===== src/design/cau_pkg.sv =====
// Shared opcode, status and control types of the complex arithmetic unit.
package cau_pkg;

	typedef enum logic [1:0] {
		OP_ADD = 2'd0,
		OP_SUB = 2'd1,
		OP_MUL = 2'd2,
		OP_DIV = 2'd3
	} op_t;

	typedef enum logic [1:0] {
		ST_OK  = 2'd0,
		ST_SAT = 2'd1,
		ST_DZ  = 2'd2
	} status_t;

	typedef struct packed {
		logic div;
		logic dz;
		logic neg_re;
		logic neg_im;
	} ctl_t;

endpackage


===== src/design/cau_cell.sv =====
// Restoring-division cell; one quotient bit of both parts when dividing.
module cau_cell #(
	parameter int W = 32,
	parameter int F = 16
) (
	input  logic                 clk,
	input  logic                 arst_n,
	input  logic                 in_vld,
	output logic                 in_rdy,
	input  cau_pkg::ctl_t        in_ctl,
	input  logic [2*W+F-1:0]     in_num_re,
	input  logic [2*W+F-1:0]     in_num_im,
	input  logic [2*W-1:0]       in_rem_re,
	input  logic [2*W-1:0]       in_rem_im,
	input  logic [2*W-1:0]       in_den,
	input  logic [2*W+F-1:0]     in_q_re,
	input  logic [2*W+F-1:0]     in_q_im,
	output logic                 out_vld,
	input  logic                 out_rdy,
	output cau_pkg::ctl_t        out_ctl,
	output logic [2*W+F-1:0]     out_num_re,
	output logic [2*W+F-1:0]     out_num_im,
	output logic [2*W-1:0]       out_rem_re,
	output logic [2*W-1:0]       out_rem_im,
	output logic [2*W-1:0]       out_den,
	output logic [2*W+F-1:0]     out_q_re,
	output logic [2*W+F-1:0]     out_q_im
);
	import cau_pkg::*;

	localparam int DW = 2 * W;
	localparam int NW = 2 * W + F;

	logic vld_q;
	ctl_t ctl_q;
	logic [NW-1:0] num_re_q, num_im_q, q_re_q, q_im_q;
	logic [DW-1:0] rem_re_q, rem_im_q, den_q;

	logic [DW:0] trial_re, trial_im, diff_re, diff_im;
	logic take_re, take_im;
	logic [NW-1:0] num_re_nx, num_im_nx, q_re_nx, q_im_nx;
	logic [DW-1:0] rem_re_nx, rem_im_nx;

	assign in_rdy = !vld_q || out_rdy;

	always_comb begin
		trial_re = {in_rem_re, in_num_re[NW-1]};
		trial_im = {in_rem_im, in_num_im[NW-1]};
		diff_re  = trial_re - {1'b0, in_den};
		diff_im  = trial_im - {1'b0, in_den};
		take_re  = trial_re >= {1'b0, in_den};
		take_im  = trial_im >= {1'b0, in_den};
		if (in_ctl.div) begin
			rem_re_nx = take_re ? diff_re[DW-1:0] : trial_re[DW-1:0];
			rem_im_nx = take_im ? diff_im[DW-1:0] : trial_im[DW-1:0];
			num_re_nx = {in_num_re[NW-2:0], 1'b0};
			num_im_nx = {in_num_im[NW-2:0], 1'b0};
			q_re_nx   = {in_q_re[NW-2:0], take_re};
			q_im_nx   = {in_q_im[NW-2:0], take_im};
		end else begin
			rem_re_nx = in_rem_re;
			rem_im_nx = in_rem_im;
			num_re_nx = in_num_re;
			num_im_nx = in_num_im;
			q_re_nx   = in_q_re;
			q_im_nx   = in_q_im;
		end
	end

	always_ff @(posedge clk or negedge arst_n) begin
		if (!arst_n) begin
			vld_q <= 1'b0;
		end else if (in_rdy) begin
			vld_q <= in_vld;
		end
	end

	always_ff @(posedge clk) begin
		if (in_rdy && in_vld) begin
			ctl_q    <= in_ctl;
			num_re_q <= num_re_nx;
			num_im_q <= num_im_nx;
			rem_re_q <= rem_re_nx;
			rem_im_q <= rem_im_nx;
			den_q    <= in_den;
			q_re_q   <= q_re_nx;
			q_im_q   <= q_im_nx;
		end
	end

	assign out_vld    = vld_q;
	assign out_ctl    = ctl_q;
	assign out_num_re = num_re_q;
	assign out_num_im = num_im_q;
	assign out_rem_re = rem_re_q;
	assign out_rem_im = rem_im_q;
	assign out_den    = den_q;
	assign out_q_re   = q_re_q;
	assign out_q_im   = q_im_q;

endmodule


===== config.mk =====
export PLATFORM = sky130hd
export DESIGN_NAME = cau_cell
export DESIGN_NICKNAME = d
export VERILOG_FILES = /design/src/design/cau_pkg.sv /design/src/design/cau_cell.sv
export SDC_FILE = /design/constraint.sdc
export NUM_CORES = 1
export LEC_CHECK = 0
export ABC_AREA = 1
export BUFFER_PORTS_ARGS = -buffer_cell sky130_fd_sc_hd__buf_2
export CAP_MARGIN = 25
export CORE_AREA = 2 2 403 405
export CTS_BUF_LIST = sky130_fd_sc_hd__clkbuf_2
export CTS_CLUSTER_SIZE = 12
export DETAILED_ROUTE_END_ITERATION = 16
export DIE_AREA = 0 0 405 407
export PLACE_DENSITY = 0.49
export SETUP_SLACK_MARGIN = 0.5
export SLEW_MARGIN = 25
export SYNTH_ARGS = -nofsm -noshare
export SYNTH_HDL_FRONTEND = slang
export SYNTH_SLANG_ARGS = --single-unit

===== constraint.sdc =====
create_clock -name clk -period 43.8 [get_ports clk]
set_input_delay 2.19 -clock clk [delete_from_list [all_inputs] [get_ports clk]]
set_output_delay 2.19 -clock clk [all_outputs]
set_load 0.005 [all_outputs]

After elaboration in Yosys (flattened, before gate mapping)
Cells that the tools add are included.

storage, ports and cells
  RAM bits = 0
  latch bits = 0
  input bits = 520
  memories = 0
  bits in read-only memories = 0
  output and inout bits = 518
  word-level logic and storage cells = 29
  register bits = 517

operators by class
  eq/ne operators = 0
  reductions and logical operators = 3
  mux-type cells = 8
  div/mod/pow operators = 0
  bitwise gates (word level) = 0
  magnitude comparators = 2
  multiply operators = 0
  shift-type cells = 0
  $add $sub $neg = 2

operators by type and width
  cell                                          count
  two-way mux 80 bit                            4
  two-way mux 64 bit                            4
  greater-or-equal comparator 65 x 64 -> 1 bit  2
  subtractor 64 bit                             2
  logical AND 1 bit                             1
  zero test 1 bit                               1
  logical OR 1 bit                              1

Logic depth before layout (Yosys ltp)
Gate-level depths: netlist of run 1.

  word-level depth = 3
  depth in mapped cells = 19
  mapped depth without buffers = 18

Worst setup path after synthesis of run 1
Ideal clock, no wire load.

  path type = input -> register
  from = input port in_vld
  to = register ctl_q (netlist bit out_ctl[0]) (enable)
  slack = 15.308 ns
  data arrival time = 26.924 ns
  stages on the path = 2
  buffers on the path = 0
  required time = 42.232 ns
  library setup time = 1.568 ns
  path through = inv_1 a21oi_1

on the way
  word-level cells in the longest chain between the ends = 1

RTL lines
  item                  line            source
  start, declared       cau_cell.sv:8   input logic in_vld,
  logical AND 1 bit     cau_cell.sv:79  if (in_rdy && in_vld) begin
  end signal, assigned  cau_cell.sv:80  ctl_q <= in_ctl;
  end, declared         cau_cell.sv:35  ctl_t ctl_q;

No other way between the ends.
A chain may end at the register's enable or synchronous reset.

Worst setup path in the final report of run 1
  from = input port in_den[45]
  to = register rem_re_q[31], in the netlist out_rem_re[31], data pin

on the way
  word-level cells in the longest chain between the ends = 3

RTL lines
  item                                          line            source
  start, declared                               cau_cell.sv:15  input logic [2*W-1:0] in_den,
  greater-or-equal comparator 65 x 64 -> 1 bit  cau_cell.sv:51  take_re = trial_re >= {1'b0, in_den};
  two-way mux 64 bit                            cau_cell.sv:54  rem_re_nx = take_re ? diff_re[DW-1:0] : trial_re[DW-1:0];
  two-way mux 64 bit                            cau_cell.sv:53  if (in_ctl.div) begin
  named net rem_re_nx[31]                       cau_cell.sv:42  logic [DW-1:0] rem_re_nx, rem_im_nx;
  end signal, assigned                          cau_cell.sv:83  rem_re_q <= rem_re_nx;
  end, declared                                 cau_cell.sv:37  logic [DW-1:0] rem_re_q, rem_im_q, den_q;

The timed path passes the listed nets, and every way through them passes these cells.

==> impl_results.md, run 1 <==
- Status: complete, no violations
- Period utilization: 0.111
- Boundary pin count: 1,038
- Number of synthesized register bits: 517
- Period minus WS final: 4850 ps
- Remaining global-route overflow: 0
- Core Area: 160,000 sq um
- Gr usage total: 0.247
- Sum of negative setup slack: 0 ps
- First-pass GRT wire length: 278,000 um
- CTS tree: done
- Number of H-tree levels: 4
- Share of the synthesized area in the top cell type: 0.455
- Crit path max fanout: 56
- Post-CTS setup buffers: 0
- Max Cap Viol: 0
- Fillers: 18.1k
- Via Count: 36.0k
- Worst Tran Pin Value: 1190 ps
- Max Clk Rate: 206 MHz
- CTS sink cnt: 517
- Crit end category: flip-flop
- Leakage: 22.4 nW
- Post-cts hold buffer count: 0
- Initial Utilization: 0.213
- Yosys top cell by area: edfxtp_1
- Placed Cells: 7,723
- IO buf count: 1,037
- WL/cell: 26.5 um
- Vias in the first global route: 34.2k
- Via/cell ratio: 4.48
- Pre-antenna DRT Iters: 9
- Post-synth cell types: 39
- Synthesized area: 34,100 sq um
- Main synth FF type: edfxtp_1
- Flop2flop setup slack: 40,400 ps
- Most used cell, CP: nand2_1
- Peak supply drop: 21.3 uV
- DRC Markers: 0
- Clock Path Buffers: 3
- Cell Pwr Density: 32.4 nW/um^2
- Post-synth top cells: nand2_1 (1,794), inv_1 (857), edfxtp_1 (516)
- Worst skew pair latency: 1660 ps
- Layout Skew: 117 ps
- Critical Path Max Stage Delay: 760 ps
- Area growth from synthesis to final layout: 26.8%
- Post-synthesis sequential area ratio: 0.455
- Critical Path AT: 6290 ps
- WS Path Type: input pin to flip-flop
- Final Hold Viols: 0
- Share of cells above drive strength 1: 0.239
- Nets@finish: 6,375
- Std cell rows: 147
- Post-synth ARST share: 0.00193
- CP Cell Sequence: buf_2 > inv_1 > ha_1 > nand2_1 > nor2_1 > nand2_1 > nor2_2 > nand2_1 > o21bai_1 > nor2_1 > nand2_1 > nor2_4 > buf_4 > nand2_1 > nand3_2
- Mapped Cells: 4,629
- Die Wd: 405 um
- Total clock buffers created by CTS: 160
- Synthesized area per cell: 7.36 sq um
- Final std cells w/o fill: 8,044
- Die height: 407 um
- Slew Limit Fails: 0
- Total Power: 0.00140 W
- Clock transition at path regs: 110 ps
- R2R depth: 4
- Largest net degree at the start of global routing: 168
- Hold Path Class: input pin to asynchronous set/reset pin
- Final setup vio count: 0
- Layout Utilization: 0.270
- Total Wirelength: 213,000 um
- Die area: 165,000 sq um
- Relative slew slack: 0.206
- Post-synth EDFFs: 516
- Post-cts sizing count: 0
- Count leader, synth: nand2_1
- Initial antenna violation count: 78
- Initial DRC Count: 3,532
- CP Launch Type: input pin
- Yosys warns: 0
- Clock tree root buffer cell: clkbuf_2
- Top post-synthesis cells by area: edfxtp_1 (45%), nand2_1 (20%), inv_1 (9.4%)
- CP max-delay cell: nand2_1
- Gpl congestion: 0.968
- Post-DP HPWL: 178,000 um
- Final ANT Viol Nets: 0
- Critical Path RT: 45,240 ps
- Syn Nets: 5,279
- RSZ-0062 raised after global routing: false
[cell type report]
type                            instances  area [sq um]  area share
Sequential cell                       517         15500       0.359
Multi-Input combinational cell       3123         14800       0.341
Timing Repair Buffer                 1054          5360       0.124
Inverter                              869          3270      0.0757
Tap cell                             2160          2700      0.0625
Clock buffer                          227          1140      0.0263
Clock inverter                         58           370     0.00857
Antenna cell                           36          90.1     0.00208
[layer usage]
| layer | global-route usage | up-vias | share of wire |
|---|---|---|---|
| li1 | - | 16911 | - |
| met1 | 0.271 | 17047 | 0.37 |
| met2 | 0.435 | 1636 | 0.50 |
| met3 | 0.0646 | 386 | 0.075 |
| met4 | 0.137 | 56 | 0.059 |
| met5 | 0 | - | 0.0017 |
[layout by cell type (no fill, tap or decap), types with 5 or more instances in the layout]
master / Yosys / final
nand2_2: 36 / 35
nor2_4: 4 / 5
xor2_1: 60 / 60
o21ai_0: 342 / 341
clkinv_2: 0 / 10
o21bai_1: 18 / 18
buf_4: 0 / 12
inv_6: 0 / 6
nor3_1: 18 / 18
nand3b_1: 21 / 21
nor2_2: 14 / 14
nor2_1: 220 / 219
nand2_1: 1794 / 1794
diode_2: 0 / 36
and2_1: 7 / 7
clkinv_1: 2 / 35
buf_2: 13 / 1036
inv_2: 10 / 11
ha_1: 128 / 128
edfxtp_1: 516 / 516
inv_1: 857 / 856
nand4_1: 30 / 30
nand3_2: 22 / 22
clkbuf_2: 0 / 227
nand3_1: 288 / 288
a21oi_1: 103 / 102
[critical path: cells and delay by family]
family | cells | cell delay [ps]
adders and majority gates | 1 | 380
and+or+nand+nor | 10 | 2600
buffers and inverters | 3 | 880
AOI/OAI and AO/OA | 1 | 180
[state kept, by name, summed over array words and instances (netlist names)]
name	count
out_ctl	4
out_den	64
out_num_im	80
out_num_re	80
out_q_im	80
out_q_re	80
out_rem_im	64
out_rem_re	64
out_vld	1
[final timing paths]
check,from,to
max,in_den[45],out_rem_re[31]
min,arst_n,out_vld
min in group clk,out_vld,out_vld
max reg2reg,out_vld,out_rem_re[7]
min reg2reg,out_vld,out_vld
max in group asynchronous,arst_n,out_vld
[cell families (layout without fill, tap and decap cells)]
group | Yosys count | after routing | share of synthesized area
fa+ha+maj | 130 | 130 | 0.0482
xor+xnor | 63 | 63 | 0.0162
compound gates | 468 | 468 | 0.0706
flops | 517 | 517 | 0.455
buf+inv | 989 | 2208 | 0.112
other cells | 0 | 36 | 0
simple gates | 2462 | 2462 | 0.297
[through the flow]
| step | cell area [sq um] | setup slack (ps) | hold WS [ps] |
|---|---|---|---|
| 2_1_floorplan | 34100 | 15310 | 528 |
| 3_5_place_dp | 41600 | 37360 | 566 |
| 3_3_place_gp | 41600 | 37460 | 560 |
| 6_report | 43200 | 38950 | 282 |
| 4_1_cts | 43100 | 38890 | 15.7 |
| 5_1_grt | 43200 | 38800 | 62.0 |
[power by group]
part	switching [W]	leakage [nW]	total (W)	internal (W)
Combinational	0.000262	16.3	0.000372	0.000110
Sequential	0.0000154	4.97	0.000606	0.000590
Clock	0.000261	1.13	0.000420	0.000159
Note: power is estimated with default switching activity, not from simulation.
==> run 2, diff against run 1 <==
--- a/config.mk
+++ b/config.mk
@@ -8,12 +8,12 @@
 export ABC_AREA = 1
 export BUFFER_PORTS_ARGS = -buffer_cell sky130_fd_sc_hd__buf_2
 export CAP_MARGIN = 25
-export CORE_AREA = 2 2 403 405
+export CORE_AREA = 2 2 407 409
 export CTS_BUF_LIST = sky130_fd_sc_hd__clkbuf_2
 export CTS_CLUSTER_SIZE = 12
 export DETAILED_ROUTE_END_ITERATION = 16
-export DIE_AREA = 0 0 405 407
-export PLACE_DENSITY = 0.49
+export DIE_AREA = 0 0 409 411
+export PLACE_DENSITY = 0.48
 export SETUP_SLACK_MARGIN = 0.5
 export SLEW_MARGIN = 25
 export SYNTH_ARGS = -nofsm -noshare
==> constraint.sdc (replaced) <==
create_clock -name clk -period 4.6 [get_ports clk]
set_input_delay 0.23 -clock clk [delete_from_list [all_inputs] [get_ports clk]]
set_output_delay 0.23 -clock clk [all_outputs]
set_load 0.005 [all_outputs]
==> run 2 against run 1 <==
Effect of this change: the run now fails in clock tree synthesis; synthesized cell count unchanged; synthesized area unchanged.
==> impl_results.md, run 2 <==
- Number of synthesized register bits: 517 (unchanged)
- Boundary pin count: 1,038 (unchanged)
- Die height: 411 um (+0.98%)
- Initial Utilization: 0.208 (-0.00477)
- Die Wd: 409 um (+0.99%)
- Total clock buffers created by CTS: 160 (unchanged)
- CTS sink cnt: 517 (unchanged)
- Yosys warns: 0 (unchanged)
- Synthesized area per cell: 7.36 sq um (unchanged)
- Yosys top cell by area: edfxtp_1
- Post-CTS setup buffers: 0 (unchanged)
- Post-cts hold buffer count: 1,610 (+1,610)
- Post-cts sizing count: 0 (unchanged)
- Synthesized area: 34,100 sq um (unchanged)
- Mapped Cells: 4,629 (unchanged)
- Gpl congestion: 0.983 (+1.5%)
- Post-synthesis sequential area ratio: 0.455 (unchanged)
- Post-DP HPWL: 183,000 um (+2.6%)
- Share of the synthesized area in the top cell type: 0.455 (unchanged)
- Number of H-tree levels: 4 (unchanged)
- IO buf count: 1,037 (unchanged)
- Count leader, synth: nand2_1
- Syn Nets: 5,279 (unchanged)
- Std cell rows: 149 (+1.4%)
- Post-synth EDFFs: 516 (unchanged)
- Top post-synthesis cells by area: edfxtp_1 (45%), nand2_1 (20%), inv_1 (9.4%)
- Clock tree root buffer cell: clkbuf_2
- Main synth FF type: edfxtp_1
- Post-synth cell types: 39 (unchanged)
- Stopped at: clock tree synthesis
- Status: stopped before the end
- First Err: [ERROR RSZ-0060] Max buffer count reached.
- Clock Path Buffers: 3 (unchanged)
- Post-synth ARST share: 0.00193 (unchanged)
- Post-synth top cells: nand2_1 (1,794), inv_1 (857), edfxtp_1 (516)
==> run 2: cell counts after synthesis <==
No cell type changed its count.
==> run 2: per-stage QoR <==
step           utilization  area (sq um)  hold slack (ps)  std cells  setup WS, ps
3_5_place_dp         0.255         41800             12.1       7765           734
3_3_place_gp         0.255         41800             9.02       7765           755
2_1_floorplan            -         34100            -65.6       4629         -4810
==> run 2: logic make-up after synthesis <==
group | share of synthesized area
XOR/XNOR | 0.0162
AO/OA/AOI/OAI | 0.0706
AND/OR/NAND/NOR | 0.297
flip-flops | 0.455
adder cells (fa/ha/maj) | 0.0482
buffers and inverters | 0.112
==> run 3, diff against run 2 <==
--- a/config.mk
+++ b/config.mk
@@ -8,13 +8,10 @@
 export ABC_AREA = 1
 export BUFFER_PORTS_ARGS = -buffer_cell sky130_fd_sc_hd__buf_2
 export CAP_MARGIN = 25
-export CORE_AREA = 2 2 407 409
-export CTS_BUF_LIST = sky130_fd_sc_hd__clkbuf_2
-export CTS_CLUSTER_SIZE = 12
+export CORE_AREA = 2 2 408 410
 export DETAILED_ROUTE_END_ITERATION = 16
-export DIE_AREA = 0 0 409 411
-export PLACE_DENSITY = 0.48
-export SETUP_SLACK_MARGIN = 0.5
+export DIE_AREA = 0 0 410 412
+export PLACE_DENSITY_LB_ADDON = 0.15
 export SLEW_MARGIN = 25
 export SYNTH_ARGS = -nofsm -noshare
 export SYNTH_HDL_FRONTEND = slang
==> run 3 against run 2 <==
Effect of this change: the flow now finishes without violations.
==> impl_results.md, run 3 (same netlist as run 1, synthesis figures left out) <==
- Via Count: 37.4k
- IO buf count: 1,037 (unchanged)
- Area growth from synthesis to final layout: 48.8%
- Boundary pin count: 1,038 (unchanged)
- Final Hold Viols: 0
- Slew Limit Fails: 0
- Fillers: 18.0k
- CP max-delay cell: dlygate4sd3_1
- Largest net degree at the start of global routing: 114
- Most used cell, CP: nand2_1
- RSZ-0062 raised after global routing: false
- Final ANT Viol Nets: 0
- CTS tree: done
- Hold Startpoint: in_rem_re[35]
- Critical Path AT: 4630 ps
- Cell Pwr Density: 311 nW/um^2
- Commonest non-fill, non-tap cell in the layout: nand2_1
- Critical Path RT: 5180 ps
- CTS sink cnt: 517 (unchanged)
- Post-cts hold buffer count: 637 (-60%)
- Placed instance area: 41,800 sq um (about the same)
- Pre-antenna DRT Iters: 6
- Worst skew pair latency: 700 ps
- Worst hold stages: 3
- Worst Tran Pin Value: 1160 ps
- Leakage: 25.2 nW
- Clock transition at path regs: 60 ps
- Share of cells above drive strength 1: 0.200
- CP Launch Type: input pin
- Crit path max fanout: 44
- WS Path Type: input pin to flip-flop
- Clock tree root buffer cell: clkbuf_16
- Max Clk Rate: 247 MHz
- Hold Path Class: input pin to flip-flop
- Total Wirelength: 218,000 um
- Relative slew slack: 0.220
- WL/cell: 25.4 um
- Post-cts sizing count: 0 (unchanged)
- Total Power: 0.0158 W
- First-pass GRT wire length: 291,000 um
- Std cell rows: 149 (unchanged)
- Status: complete, no violations
- WHS: 38.8 ps
- Max Cap Viol: 0
- CP Cell Sequence: dlygate4sd3_1 > buf_2 > inv_1 > ha_1 > nand2_1 > nor2_1 > nand2_1 > nor2_2 > nand2_1 > o21bai_1 > nor2_1 > buf_4 > a21oi_4 > buf_4 > nand2_1 > nand3_1 > dlygate4sd3_1
- Flop2flop setup slack: 2300 ps
- Sum of negative setup slack: 0 ps
- Period utilization: 0.880
- Via/cell ratio: 4.37
- Layout Utilization: 0.309
- Die area: 169,000 sq um
- Period minus WS final: 4050 ps
- Core Area: 164,000 sq um
- Initial antenna violation count: 55
- Gpl congestion: 0.968 (-1.5%)
- Reg2Reg Capture Point: out_rem_re[33]
- Post-CTS setup buffers: 0 (unchanged)
- Die height: 412 um (+0.24%)
- Reg-to-Reg Start: out_vld
- Final setup vio count: 0
- Post-DP HPWL: 181,000 um (-0.95%)
- R2R depth: 2
- Number of H-tree levels: 3 (-1)
- Fin area: 50,700 sq um
- Crit end category: flip-flop
- Peak supply drop: 256 uV
- Clock Path Buffers: 3 (unchanged)
- Die Wd: 410 um (+0.24%)
- Nets@finish: 6,943
- Critical Path Max Stage Delay: 570 ps
- Remaining global-route overflow: 0
- End point of the worst hold path: out_rem_re[35]
- DRC Markers: 0
- Initial Utilization: 0.208 (-0.000472)
- Initial DRC Count: 2,875
- Most frequent cells in the layout: nand2_1 (1,794), buf_2 (1,036), inv_1 (856), dlygate4sd3_1 (637), edfxtp_1 (516)
- Vias in the first global route: 36.8k
- Total clock buffers created by CTS: 74 (-54%)
- Gr usage total: 0.247
- Layout Skew: 25.5 ps
[run 3: cell type report]
class / count / area (sq um) / share of cell area
Sequential cell: 517 / 15500 / 0.306
Multi-Input combinational cell: 3123 / 14800 / 0.291
Timing Repair Buffer: 1708 / 11900 / 0.235
Inverter: 869 / 3270 / 0.0645
Tap cell: 2189 / 2740 / 0.0540
Clock buffer: 93 / 1920 / 0.0379
Clock inverter: 40 / 502 / 0.00989
Antenna cell: 30 / 75.1 / 0.00148
[run 3: worst max-delay path: cells and delay by family]
kind | cells | cell delay [ps]
buffers and inverters | 6 | 2240
and+or+nand+nor | 8 | 1030
AOI/OAI and AO/OA | 2 | 520
adders and majority gates | 1 | 510
[run 3: power by group]
part           total, W  internal [W]  switching (W)
registers       0.00577       0.00563       0.000140
clock network   0.00590       0.00331        0.00259
logic           0.00412       0.00151        0.00261
total            0.0158        0.0104        0.00535
[run 3: worst max path at each step]
| stage | start | to | slack [ps] | depth (start not counted) |
|---|---|---|---|---|
| finish | in_den[45] | out_rem_re[10] | 550 | 17 |
| global route | in_den[45] | out_rem_re[13] | 350 | 17 |
| CTS | in_den[45] | out_rem_re[17] | 590 | 17 |
| detailed placement | in_den[45] | out_rem_re[60] | 650 | 15 |
| global placement | in_den[45] | out_rem_re[60] | 550 | 15 |
| floorplan | out_rdy | out_ctl[0] | -4810 | 2 |
[run 3: metrics by stage]
| stage | cells | setup slack [ps] |
|---|---|---|
| after floorplan | 4629 | -4810 |
| after global placement | 7769 | 553 |
| after detailed placement | 7769 | 651 |
| after CTS | 8539 | 588 |
| after global routing | 8551 | 355 |
| final | 8569 | 551 |
[run 3: routing by layer]
layer  global-route usage  wire (um)  share of wire  vias to the layer above
met5                    0        185        0.00085                        -
met4               0.0877       8550          0.039                       30
met3               0.0458      12500          0.057                      280
met2                0.457     113000           0.52                     1288
met1                0.280      84000           0.39                    17863
li1                     -          -              -                    17965
